==> src/hw/rtl/csnhs_pkg.sv <==
// ----------------------------------------------------------------------------
// csnhs_pkg
// Types, codes and constants shared by the circle segment next-hit search.
// ----------------------------------------------------------------------------
package csnhs_pkg;

    localparam logic [32:0] FULL_TURN = 33'h1_0000_0000;

    typedef struct packed {
        logic signed [31:0] begin_x;
        logic signed [31:0] begin_y;
        logic signed [31:0] end_x;
        logic signed [31:0] end_y;
        logic               last_segment;
    } seg_in_t;

    typedef struct packed {
        logic        hit_found;
        logic [32:0] turn_to_hit;
        logic [9:0]  hit_index;
    } hit_out_t;

    typedef enum logic [1:0] {
        REG_ORIGIN_X      = 2'd0,
        REG_ORIGIN_Y      = 2'd1,
        REG_RADIUS        = 2'd2,
        REG_CURRENT_ANGLE = 2'd3
    } cfg_reg_t;

    typedef enum logic [3:0] {
        OP_NONE,
        OP_LOAD,
        OP_SCALE,
        OP_MUL,
        OP_SQRT_INIT,
        OP_SQRT_STEP,
        OP_CAND,
        OP_NORM_LOAD,
        OP_NORM_STEP,
        OP_CORDIC_LOAD,
        OP_CORDIC_STEP,
        OP_TURN,
        OP_FINISH
    } dp_op_t;

    typedef enum logic [3:0] {
        SRC_PX,
        SRC_PY,
        SRC_DX,
        SRC_DY,
        SRC_R,
        SRC_A,
        SRC_H,
        SRC_C,
        SRC_N
    } mul_src_t;

    typedef enum logic [1:0] {
        MAC_SET,
        MAC_ADD,
        MAC_SUB
    } mac_mode_t;

    typedef enum logic [2:0] {
        DST_NONE,
        DST_A,
        DST_H,
        DST_C,
        DST_DISC,
        DST_VX,
        DST_VY
    } mac_dst_t;

    typedef struct packed {
        mul_src_t  src_a;
        mul_src_t  src_b;
        mac_mode_t mode;
        mac_dst_t  dst;
    } mul_cmd_t;

    typedef struct packed {
        dp_op_t     op;
        mul_cmd_t   mul;
        logic       cand;
        logic [4:0] iter;
    } dp_cmd_t;

    typedef struct packed {
        logic search_en;
        logic a_zero;
        logic disc_neg;
        logic n_ok;
        logic norm_small;
        logic mul_idle;
        logic last_item;
        logic out_free;
    } dp_status_t;

    // arctangent of 2^-i as a binary angle
    function automatic logic [31:0] atan_entry(input logic [4:0] i);
        logic [31:0] v;
        case (i)
            5'd0:    v = 32'h20000000;
            5'd1:    v = 32'h12E4051E;
            5'd2:    v = 32'h09FB385B;
            5'd3:    v = 32'h051111D4;
            5'd4:    v = 32'h028B0D43;
            5'd5:    v = 32'h0145D7E1;
            5'd6:    v = 32'h00A2F61E;
            5'd7:    v = 32'h00517C55;
            5'd8:    v = 32'h0028BE53;
            5'd9:    v = 32'h00145F2F;
            5'd10:   v = 32'h000A2F98;
            5'd11:   v = 32'h000517CC;
            5'd12:   v = 32'h00028BE6;
            5'd13:   v = 32'h000145F3;
            5'd14:   v = 32'h0000A2FA;
            5'd15:   v = 32'h0000517D;
            5'd16:   v = 32'h000028BE;
            5'd17:   v = 32'h0000145F;
            5'd18:   v = 32'h00000A30;
            5'd19:   v = 32'h00000518;
            5'd20:   v = 32'h0000028C;
            5'd21:   v = 32'h00000146;
            5'd22:   v = 32'h000000A3;
            5'd23:   v = 32'h00000051;
            5'd24:   v = 32'h00000029;
            5'd25:   v = 32'h00000014;
            5'd26:   v = 32'h0000000A;
            5'd27:   v = 32'h00000005;
            5'd28:   v = 32'h00000003;
            5'd29:   v = 32'h00000001;
            5'd30:   v = 32'h00000001;
            default: v = 32'h00000000;
        endcase
        return v;
    endfunction

endpackage

==> src/hw/rtl/csnhs_ctrl.sv <==
// ----------------------------------------------------------------------------
// csnhs_ctrl
// Sequencer that steps the datapath through one segment.
// ----------------------------------------------------------------------------
module csnhs_ctrl (
    input  logic                  clk,
    input  logic                  rst_n,
    input  logic                  in_valid,
    output logic                  in_stall,
    output csnhs_pkg::dp_cmd_t    cmd,
    input  csnhs_pkg::dp_status_t status
);
    import csnhs_pkg::*;

    typedef enum logic [3:0] {
        S_IDLE,
        S_SCALE,
        S_MUL,
        S_MUL_WAIT,
        S_SQRT_INIT,
        S_SQRT,
        S_CAND,
        S_CAND_CHK,
        S_NORM_LOAD,
        S_NORM,
        S_CORDIC,
        S_TURN,
        S_NEXT_CAND,
        S_FINISH
    } state_t;

    localparam logic [3:0] STEP_A_END    = 4'd1;
    localparam logic [3:0] STEP_DISC_END = 4'd8;
    localparam logic [3:0] STEP_V_START  = 4'd9;
    localparam logic [3:0] STEP_VY_END   = 4'd12;

    state_t     state_reg, state_next;
    logic [3:0] step_reg, step_next;
    logic       cand_reg, cand_next;
    logic [5:0] iter_reg, iter_next;

    // products in order: a, h, c, disc, then the hit vector
    function automatic mul_cmd_t mul_prog(input logic [3:0] s);
        mul_cmd_t m;
        case (s)
            4'd0:    m = '{SRC_DX, SRC_DX, MAC_SET, DST_NONE};
            4'd1:    m = '{SRC_DY, SRC_DY, MAC_ADD, DST_A};
            4'd2:    m = '{SRC_PX, SRC_DX, MAC_SET, DST_NONE};
            4'd3:    m = '{SRC_PY, SRC_DY, MAC_ADD, DST_H};
            4'd4:    m = '{SRC_PX, SRC_PX, MAC_SET, DST_NONE};
            4'd5:    m = '{SRC_PY, SRC_PY, MAC_ADD, DST_NONE};
            4'd6:    m = '{SRC_R,  SRC_R,  MAC_SUB, DST_C};
            4'd7:    m = '{SRC_H,  SRC_H,  MAC_SET, DST_NONE};
            4'd8:    m = '{SRC_A,  SRC_C,  MAC_SUB, DST_DISC};
            4'd9:    m = '{SRC_PX, SRC_A,  MAC_SET, DST_NONE};
            4'd10:   m = '{SRC_N,  SRC_DX, MAC_ADD, DST_VX};
            4'd11:   m = '{SRC_PY, SRC_A,  MAC_SET, DST_NONE};
            4'd12:   m = '{SRC_N,  SRC_DY, MAC_ADD, DST_VY};
            default: m = '{SRC_PX, SRC_PX, MAC_SET, DST_NONE};
        endcase
        return m;
    endfunction

    always_comb
    begin
        state_next = state_reg;
        step_next = step_reg;
        cand_next = cand_reg;
        iter_next = iter_reg;
        cmd.op = OP_NONE;
        cmd.mul = mul_prog(step_reg);
        cmd.cand = cand_reg;
        cmd.iter = iter_reg[4:0];

        case (state_reg)
            S_IDLE:
            begin
                if (in_valid)
                begin
                    cmd.op = OP_LOAD;
                    state_next = status.search_en ? S_SCALE : S_FINISH;
                end
            end
            S_SCALE:
            begin
                cmd.op = OP_SCALE;
                step_next = '0;
                cand_next = 1'b0;
                state_next = S_MUL;
            end
            S_MUL:
            begin
                cmd.op = OP_MUL;
                state_next = S_MUL_WAIT;
            end
            S_MUL_WAIT:
            begin
                if (status.mul_idle)
                begin
                    if (step_reg == STEP_A_END && status.a_zero)
                        state_next = S_FINISH;
                    else if (step_reg == STEP_DISC_END)
                        state_next = status.disc_neg ? S_FINISH : S_SQRT_INIT;
                    else if (step_reg == STEP_VY_END)
                        state_next = S_NORM_LOAD;
                    else
                    begin
                        step_next = step_reg + 4'd1;
                        state_next = S_MUL;
                    end
                end
            end
            S_SQRT_INIT:
            begin
                cmd.op = OP_SQRT_INIT;
                iter_next = '0;
                state_next = S_SQRT;
            end
            S_SQRT:
            begin
                cmd.op = OP_SQRT_STEP;
                iter_next = iter_reg + 6'd1;
                if (iter_reg == 6'd63)
                    state_next = S_CAND;
            end
            S_CAND:
            begin
                cmd.op = OP_CAND;
                state_next = S_CAND_CHK;
            end
            S_CAND_CHK:
            begin
                if (status.n_ok)
                begin
                    step_next = STEP_V_START;
                    state_next = S_MUL;
                end
                else
                    state_next = S_NEXT_CAND;
            end
            S_NORM_LOAD:
            begin
                cmd.op = OP_NORM_LOAD;
                state_next = S_NORM;
            end
            S_NORM:
            begin
                if (status.norm_small)
                begin
                    cmd.op = OP_CORDIC_LOAD;
                    iter_next = '0;
                    state_next = S_CORDIC;
                end
                else
                    cmd.op = OP_NORM_STEP;
            end
            S_CORDIC:
            begin
                cmd.op = OP_CORDIC_STEP;
                iter_next = iter_reg + 6'd1;
                if (iter_reg == 6'd31)
                    state_next = S_TURN;
            end
            S_TURN:
            begin
                cmd.op = OP_TURN;
                state_next = S_NEXT_CAND;
            end
            S_NEXT_CAND:
            begin
                if (cand_reg)
                    state_next = S_FINISH;
                else
                begin
                    cand_next = 1'b1;
                    state_next = S_CAND;
                end
            end
            S_FINISH:
            begin
                // a result needs the output register free
                if (!status.last_item || status.out_free)
                begin
                    cmd.op = OP_FINISH;
                    state_next = S_IDLE;
                end
            end
            default:
                state_next = S_IDLE;
        endcase
    end

    always_ff @(posedge clk or negedge rst_n)
    begin
        if (!rst_n)
        begin
            state_reg <= S_IDLE;
            step_reg <= '0;
            cand_reg <= 1'b0;
            iter_reg <= '0;
        end
        else
        begin
            state_reg <= state_next;
            step_reg <= step_next;
            cand_reg <= cand_next;
            iter_reg <= iter_next;
        end
    end

    assign in_stall = (state_reg != S_IDLE);

endmodule

==> config.mk <==
export PLATFORM = sky130hd
export DESIGN_NAME = csnhs_ctrl
export DESIGN_NICKNAME = d
export VERILOG_FILES = /design/src/hw/rtl/csnhs_pkg.sv /design/src/hw/rtl/csnhs_ctrl.sv
export SDC_FILE = /design/constraint.sdc
export NUM_CORES = 1
export LEC_CHECK = 0
export CAP_MARGIN = 5
export CORE_AREA = 4 4 71 73
export DETAILED_ROUTE_END_ITERATION = 7
export DIE_AREA = 0 0 75 77
export DONT_BUFFER_PORTS = 1
export PLACE_DENSITY = 0.55
export SLEW_MARGIN = 20
export SYNTH_ARGS = -nofsm -noshare
export SYNTH_HDL_FRONTEND = slang
export SYNTH_SLANG_ARGS = --single-unit
==> constraint.sdc <==
create_clock -name clk -period 3.9 [get_ports clk]
set_clock_uncertainty 0.1 [all_clocks]
set_input_delay 0.39 -clock clk [delete_from_list [all_inputs] [get_ports clk]]
set_output_delay 0.39 -clock clk [all_outputs]
set_load 0.005 [all_outputs]
==> reports/qor.csv, run 1 <==
metric,value,unit
CP Data Required Time,3.41,ns
worst hold path type,input pin to flop,
Synth area leaders,"dfrtp_1 25%, o21ai_0 5.6%, nand2_1 5.2%, ha_1 5.0%, buf_4 4.5%",
global route overflow,0,
Async SR Flop Fraction,1.00,
pre-CTS setup slack,1.79,ns
RD Place Congestion,0.810,
Cell variety after synth,53,
Die Width,75,µm
antenna cells,0,
synth-to-layout area growth,0.826,%
Routed WL per cell,15.5,µm
Max Clock Freq,460,MHz
Clock Sink Count,15,
NumNets Final,195,
Tcrit/Tclk final,0.558,
number of port buffers,0,
initial core utilization,0.348,
register bit total from synthesis,15,
Pwr Density,704,nW/µm²
gr usage total,0.124,
Hold Fails Final Rpt,0,
"slowest stage delay, CP",0.51,ns
number of flip-flops in the largest register,6,
Setup Viol. Count Final,0,
I/O pin cnt,35,
Die Y,77,µm
Syn Nets,206,
Yosys warning count,0,
fin. max-slew vios,0,
clock tree buffer depth,2,
Final min period,2.17,ns
worst path arrival time,1.68,ns
Worst path slowest cell,mux4_2,
status,finished clean,
Yosys top cell by area,dfrtp_1,
"CTS clk-pin slew, worst paths",0.07,ns
post-synthesis sequential area ratio,0.248,
Worst Tran Pin Value,0.806,ns
worst skew pair latency,0.25,ns
Max VDD drop,290,µV
Clock Tree Root,clkbuf_8,
vias in the first global route,1209,
cell leakage power,0.564,nW
area after detailed placement,1470,µm²
Routed WL,3540,µm
first-pass GRT wire length,5810,µm
Max Cap Viol,0,
post-synthesis cell count,189,
Avg Inst Size Synth,8.02,µm²
layout cells sized above 1,0.0960,
Startpoint Class,flop,
RSZ-0062 raised after global routing,no,
Crit. End Element,output pin,
Synth top area share,0.248,
setup tns final,0,ns
drc violations,0,
H-tree depth,1,
Final WS setup,1.73,ns
"Cell Area, Synth",1520,µm²
CTS tree,yes,
"EDFF count, synth",0,
core area,4350,µm²
die footprint,5780,µm²
Finished Cell Area,1530,µm²
CP Max Fanout,8,
largest net degree at the start of global routing,28,
Antenna Nets Post-Route,0,
"Primary FF master, synth",dfrtp_1,
Rows,24,
CTS buffer count,3,
initial antenna violation count,0,
postcts setup bufs,0,
worst path cell trace,inv_1 -> ha_1 -> mux4_2,
hpwl dp,2660,µm
kind of critical path,flop to output pin,
router iterations before antenna repair,4,
Worst slew margin,0.462,
via/cell ratio,5.75,
post-CTS resize count,0,
Vias,1316,
initial DRC count,54,
==> layout by cell type (no fill, tap or decap), types with 2 or more instances in the layout <==
| master | Yosys | final |
|---|---|---|
| nand2_1 | 21 | 21 |
| o21ai_0 | 17 | 17 |
| nor2_1 | 16 | 16 |
| dfrtp_1 | 15 | 15 |
| a21oi_1 | 10 | 10 |
| o21ai_1 | 9 | 9 |
| inv_1 | 7 | 7 |
| nor2b_1 | 7 | 7 |
| nand3_1 | 6 | 6 |
| ha_1 | 6 | 6 |
| o31ai_1 | 5 | 5 |
| nand2b_1 | 5 | 5 |
| o22ai_1 | 3 | 3 |
| a22o_1 | 3 | 3 |
| clkbuf_8 | 0 | 3 |
| o211ai_1 | 2 | 2 |
| o21a_1 | 2 | 2 |
| nor3_1 | 2 | 2 |
| and2_1 | 2 | 2 |
| a21oi_2 | 2 | 2 |
| o2111ai_4 | 2 | 2 |
| and4bb_4 | 2 | 2 |
| and3b_1 | 2 | 2 |
==> cells by family (layout without fill, tap and decap cells) <==
logic type | count (synthesis) | in the layout | synth area share
buf+inv | 25 | 13 | 0.0917
xor+xnor | 1 | 1 | 0.00578
simple gates | 70 | 70 | 0.245
flops | 15 | 15 | 0.248
fa+ha+maj | 6 | 6 | 0.0495
mux | 4 | 4 | 0.0438
compound gates | 67 | 67 | 0.314
other cells | 1 | 1 | 0.00247
==> through the flow <==
| stage | power [mW] | hold slack [ns] | utilization | instances |
|---|---|---|---|---|
| 2_1_floorplan | 0.869 | -0.00559 | - | 189 |
| 3_3_place_gp | 0.961 | -0.00520 | 0.338 | 224 |
| 3_5_place_dp | 0.951 | -0.00517 | 0.338 | 224 |
| 4_1_cts | 1.09 | 0.414 | 0.351 | 229 |
| 5_1_grt | 1.18 | 0.442 | 0.351 | 229 |
| 6_report | 1.08 | 0.413 | 0.351 | 229 |
==> cell usage after synthesis (3+ instances only) <==
cell and count:
a21oi_1 10, a22o_1 3, buf_2 3, buf_4 9
dfrtp_1 15, ha_1 6, inv_1 7, nand2_1 21
nand2b_1 5, nand3_1 6, nor2_1 16, nor2b_1 7
o21ai_0 17, o21ai_1 9, o22ai_1 3, o31ai_1 5
==> final cells by class <==
class / instances / area (µm²)
inverter: 8 / 30.0
clock buffer: 3 / 41.3
tap: 52 / 65.1
timing repair buffer: 1 / 10.0
clock inverter: 1 / 5.00
fill: 456 / 2830
multi-input combinational: 149 / 1000
sequential: 15 / 375
==> timing repair <==
action | CTS | global route
hold buffers | 1 | 0
endpoints found under the setup margin | 0 | 0
hold endpoints to repair | 15 | 0
==> report_power, final <==
group / total [mW] / switching, mW / internal (mW)
sequential: 0.352 / 0.151 / 0.201
combinational: 0.597 / 0.337 / 0.260
clock: 0.128 / 0.0571 / 0.0707
==> final timing paths <==
path                                                from                        to  slack (ns)  cells past startpoint
worst max-delay path             step_reg[0]$_DFFE_PN0P_                    cmd[9]        1.73                      3
worst min-delay path                           status[7]  state_reg[3]$_DFFE_PN0P_        0.41                      3
worst max register to register  state_reg[2]$_DFFE_PN0P_  state_reg[1]$_DFFE_PN0P_        1.78                      4
worst min register to register   iter_reg[2]$_DFFE_PN0P_   iter_reg[2]$_DFFE_PN0P_        0.45                      1
max in group asynchronous                          rst_n      cand_reg$_DFFE_PN0P_        2.73                      1
min in group asynchronous                          rst_n   iter_reg[2]$_DFFE_PN0P_        0.52                      1
==> critical path: cells and delay by family, from the launching register on <==
| family | cells | cell delay, ns |
|---|---|---|
| flops | 1 | 0.48 |
| buf+inv | 1 | 0.15 |
| fa+ha+maj | 1 | 0.30 |
| mux | 1 | 0.51 |
==> layer usage <==
layer / wire (µm) / global-route usage
met1: 1560 / 0.160
met2: 1690 / 0.195
met3: 273 / 0.0562
met4: 12 / 0.0142
met5: 0 / 0
Power figures use the tool's default switching activity.
==> inputs of run 2 (changes only) <==
PLACE_DENSITY = 0.57   (was 0.55)
clock period = 1.95 ns   (was 3.9 ns; I/O delays follow)
==> reports/qor.csv, run 2 (same netlist as run 1, synthesis figures left out) <==
metric,value,unit
CTS buffer count,3,
Die Width,75,µm
drc violations,0,
hpwl dp,2980,µm
Worst path slowest cell,mux4_2,
Pwr Density,1460,nW/µm²
reg2reg setup slack,0.12,ns
layout cells sized above 1,0.217,
most frequent cells in the layout,"21 x nand2_1, 20 x buf_4, 17 x o21ai_0",
largest net degree at the start of global routing,23,
# fillers,431,
Antenna Nets Post-Route,0,
kind of critical path,flop to output pin,
Worst slew margin,0.497,
Multi-input gate area,1010,µm²
Worst Tran Pin Value,0.751,ns
fin. max-slew vios,0,
worst skew pair latency,0.25,ns
Setup Viol. Count Final,0,
via/cell ratio,5.62,
Inst Count DP,243,
vias in the first global route,1287,
router iterations before antenna repair,4,
Clock Sink Count,15,
"slowest stage delay, CP",0.48,ns
Vias,1406,
worst path arrival time,1.56,ns
Hold WS,0.251,ns
Startpoint Class,flop,
die footprint,5780,µm²
Tcrit/Tclk final,0.951,
number of port buffers,0,
Max Cap Viol,0,
gr usage total,0.140,
Hold Fails Final Rpt,0,
RD Place Congestion,0.836,
NumNets Final,216,
antenna cells,0,
worst path cell trace,inv_1 -> ha_1 -> buf_4 -> mux4_2,
Max VDD drop,455,µV
CP Max Fanout,4,
final cell count without fillers,250,
Pwr Total,2.50,mW
status,finished clean,
I/O pin cnt,35,
Crit. End Element,output pin,
"CTS clk-pin slew, worst paths",0.07,ns
synth-to-layout area growth,13.0,%
clock tree buffer depth,2,
worst hold path type,input pin to flop,
core area,4350,µm²
"leading cell type in the layout, fill and taps excluded",nand2_1,
number of flip-flops in the largest register,6,
FF/Latch Area,379,µm²
Final min period,1.85,ns
H-tree depth,1,
Rows,24,
Routed WL,3920,µm
initial DRC count,128,
CTS tree,yes,
setup tns final,0,ns
first-pass GRT wire length,6320,µm
CP Data Required Time,1.65,ns
Clock Tree Root,clkbuf_8,
cell leakage power,0.664,nW
global route overflow,0,
Routed WL per cell,15.7,µm
initial antenna violation count,0,
Max Clock Freq,539,MHz
initial core utilization,0.348,
Die Y,77,µm
[run 2: cell types whose count changed in the layout (fill, tap and decap cells not counted), sizes merged]
cell,before,now
buf,0,21
clkinv,1,0
clkinvlp,0,1
[run 2: routing by layer]
layer | up-vias | wire (µm) | GRT usage
met5 | - | 0 | 0
met4 | 0 | 66 | 0.0552
met3 | 8 | 270 | 0.0327
met2 | 60 | 1870 | 0.216
met1 | 638 | 1710 | 0.183
li1 | 700 | - | -
[run 2: layout make-up]
cell class / instances / area share
clock buffer: 3 / 0.0241
sequential: 15 / 0.221
clock inverter: 1 / 0.00438
tap: 52 / 0.0380
multi-input combinational: 149 / 0.589
timing repair buffer: 22 / 0.105
inverter: 8 / 0.0175
[run 2: worst max-delay path, delay by kind of cell (launching register included)]
family	cells	cell delay, ns
adder cells (fa/ha/maj)	1	0.24
buffers and inverters	2	0.22
flip-flops	1	0.37
multiplexers	1	0.48
[run 2: final timing paths]
path | end | startpoint | cells after the start
min in group asynchronous | iter_reg[3]$_DFFE_PN0P_ | rst_n | 1
max in group asynchronous | state_reg[1]$_DFFE_PN0P_ | rst_n | 1
setup / recovery | cmd[9] | step_reg[0]$_DFFE_PN0P_ | 4
setup reg to reg | state_reg[3]$_DFFE_PN0P_ | state_reg[0]$_DFFE_PN0P_ | 6
hold reg to reg | step_reg[0]$_DFFE_PN0P_ | step_reg[0]$_DFFE_PN0P_ | 2
hold / removal | step_reg[2]$_DFFE_PN0P_ | status[4] | 4
[run 2: stage by stage]
step / util / cell area (µm²) / worst slack (ns)
floorplan: - / 1520 / 0.178
global placement: 0.374 / 1630 / -0.190
detailed placement: 0.374 / 1630 / -0.145
CTS: 0.389 / 1690 / 0.00144
global route: 0.393 / 1710 / -0.0000914
finish: 0.393 / 1710 / 0.0956
[run 2: report_power, final]
part	leakage [nW]	total (mW)	internal, mW	switching (mW)
Combinational	0.450	1.65	0.749	0.898
Clock	0.0217	0.274	0.144	0.131
Sequential	0.193	0.574	0.410	0.164
Total	0.664	2.50	1.30	1.19
[run 2: timing repair]
item,4_1_cts,5_1_grt
endpoints found under the hold margin,15,0
buffers inserted,0,2
hold buffers,1,0
gates resized for setup,3,3
endpoints found under the setup margin,2,11
==> inputs of run 3 (changes only) <==
ABC_AREA = 1   (was not set)
CORE_AREA = 4 4 70 72   (was 4 4 71 73)
DIE_AREA = 0 0 74 76   (was 0 0 75 77)
==> reports/qor.csv, run 3 <==
metric,value,unit
status,finished clean,
CP Max Fanout,7,
"Cell Area, Synth",1480,µm²
Tcrit/Tclk final,0.937,
RD Place Congestion,0.891,
Async SR Flop Fraction,1.00,
GRT met2 Usage,0.206,
Yosys warning count,0,
NumNets Final,258,
clock tree buffer depth,2,
Crit. End Element,output pin,
layout cells sized above 1,0.0958,
Die Width,74,µm
register bit total from synthesis,15,
CTS tree,yes,
core area,4290,µm²
Routed WL,3710,µm
Clock Tree Root,clkbuf_8,
worst skew pair latency,0.25,ns
Die Y,76,µm
Syn Nets,262,
Max VDD drop,495,µV
initial core utilization,0.344,
setup tns final,0,ns
initial DRC count,108,
gr busiest metal,met2,
global route overflow,0,
number of port buffers,0,
worst hold path type,input pin to flop,
Worst slew margin,0.516,
Hold Fails Final Rpt,0,
post-synthesis sequential area ratio,0.254,
cell leakage power,0.818,nW
# fillers,469,
synth-to-layout area growth,3.89,%
met3 Usage GRT,0.0449,
hpwl dp,2960,µm
initial antenna violation count,0,
Synth area leaders,"dfrtp_1 25%, nand2_1 19%, nand3_1 11%, nor2_1 8.9%, inv_1 5.3%",
Final min period,1.83,ns
I/O pin cnt,35,
CP Data Required Time,1.65,ns
post-synthesis cell count,245,
first-pass GRT wire length,6240,µm
Yosys top cell by area,dfrtp_1,
kind of critical path,flop to output pin,
Finished Cell Area,1540,µm²
RSZ-0062 raised after global routing,no,
"EDFF count, synth",0,
met1 Use GR,0.194,
vias in the first global route,1344,
Max Clock Freq,547,MHz
Worst Tran Pin Value,0.723,ns
most frequent cells in the layout,"76 x nand2_1, 35 x nor2_1, 32 x nand3_1",
Avg Inst Size Synth,6.03,µm²
drc violations,0,
fin. max-slew vios,0,
Pwr Total,2.27,mW
largest net degree at the start of global routing,16,
router iterations before antenna repair,4,
gr usage total,0.137,
area after detailed placement,1480,µm²
Vias,1467,
Routed WL per cell,12.7,µm
"CTS clk-pin slew, worst paths",0.07,ns
via/cell ratio,5.02,
Cell variety after synth,26,
H-tree depth,1,
Rows,24,
Setup Viol. Count Final,0,
Clock Sink Count,15,
number of flip-flops in the largest register,6,
"leading cell type in the layout, fill and taps excluded",nand2_1,
Util after Layout,0.358,
postcts setup bufs,0,
die footprint,5620,µm²
Max Cap Viol,0,
"Primary FF master, synth",dfrtp_1,
Pwr Density,1480,nW/µm²
Startpoint Class,flop,
worst path arrival time,1.53,ns
Synth top area share,0.254,
Antenna Nets Post-Route,0,
antenna cells,0,
"count leader, synth",nand2_1,
most frequent cells after synthesis,"76 x nand2_1, 35 x nor2_1, 32 x nand3_1",
CTS buffer count,3,
==> run 3: timing repair <==
| item | in CTS | in global routing |
|---|---|---|
| hold endpoints to repair | 15 | 0 |
| gates resized for setup | 0 | 0 |
| hold buffers | 1 | 0 |
==> run 3: stage by stage <==
| stage | hold slack [ns] | setup slack [ns] | cells |
|---|---|---|---|
| 6_report | 0.180 | 0.122 | 292 |
| 5_1_grt | 0.237 | 0.00651 | 292 |
| 4_1_cts | 0.183 | 0.110 | 292 |
| 3_5_place_dp | -0.200 | 0.252 | 287 |
| 3_3_place_gp | -0.200 | 0.262 | 287 |
| 2_1_floorplan | -0.201 | 0.427 | 245 |
==> run 3: cell type report <==
class | instances | area (µm²) | area share
tap | 52 | 65.1 | 0.0424
timing repair buffer | 2 | 17.5 | 0.0114
clock inverter | 1 | 5.00 | 0.00326
inverter | 27 | 101 | 0.0660
sequential | 15 | 375 | 0.244
multi-input combinational | 192 | 930 | 0.606
clock buffer | 3 | 41.3 | 0.0269
==> run 3: kinds of logic after synthesis <==
| kind of cell | after synthesis | share of synthesized area |
|---|---|---|
| adder cells (fa/ha/maj) | 6 | 0.0508 |
| AND/OR/NAND/NOR | 162 | 0.484 |
| other | 1 | 0.00254 |
| buffers and inverters | 38 | 0.117 |
| XOR/XNOR | 1 | 0.00593 |
| flip-flops | 15 | 0.254 |
| AO/OA/AOI/OAI | 22 | 0.0855 |
==> run 3: worst max-delay path, cell delays in order, from the launching register on <==
cell and delay (ns):
dfrtp_1 0.45, inv_1 0.13, ha_1 0.24, a22oi_1 0.29, o21ai_0 0.18
==> run 3: path summary, 6_finish.rpt <==
| path | start | to | slack (ns) | cells past startpoint |
|---|---|---|---|---|
| max in group asynchronous | rst_n | iter_reg[2]$_DFFE_PN0P_ | 0.96 | 1 |
| hold / removal | status[4] | state_reg[2]$_DFFE_PN0P_ | 0.18 | 5 |
| hold reg to reg | iter_reg[1]$_DFFE_PN0P_ | iter_reg[1]$_DFFE_PN0P_ | 0.47 | 2 |
| setup reg to reg | step_reg[1]$_DFFE_PN0P_ | step_reg[3]$_DFFE_PN0P_ | 0.24 | 8 |
| min in group asynchronous | rst_n | iter_reg[5]$_DFFE_PN0P_ | 0.34 | 1 |
| setup / recovery | step_reg[1]$_DFFE_PN0P_ | cmd[15] | 0.12 | 4 |
==> run 3: power breakdown <==
part | total, mW | internal [mW] | switching, mW
Combinational | 1.35 | 0.449 | 0.901
Sequential | 0.657 | 0.434 | 0.223
Clock | 0.265 | 0.142 | 0.123
==> run 3: per-layer routing <==
layer,share of wire,up-vias,wire length [µm]
li1,-,770,-
met1,0.48,661,1770
met2,0.46,34,1710
met3,0.056,2,209
met4,0.0024,0,9
met5,0,-,0
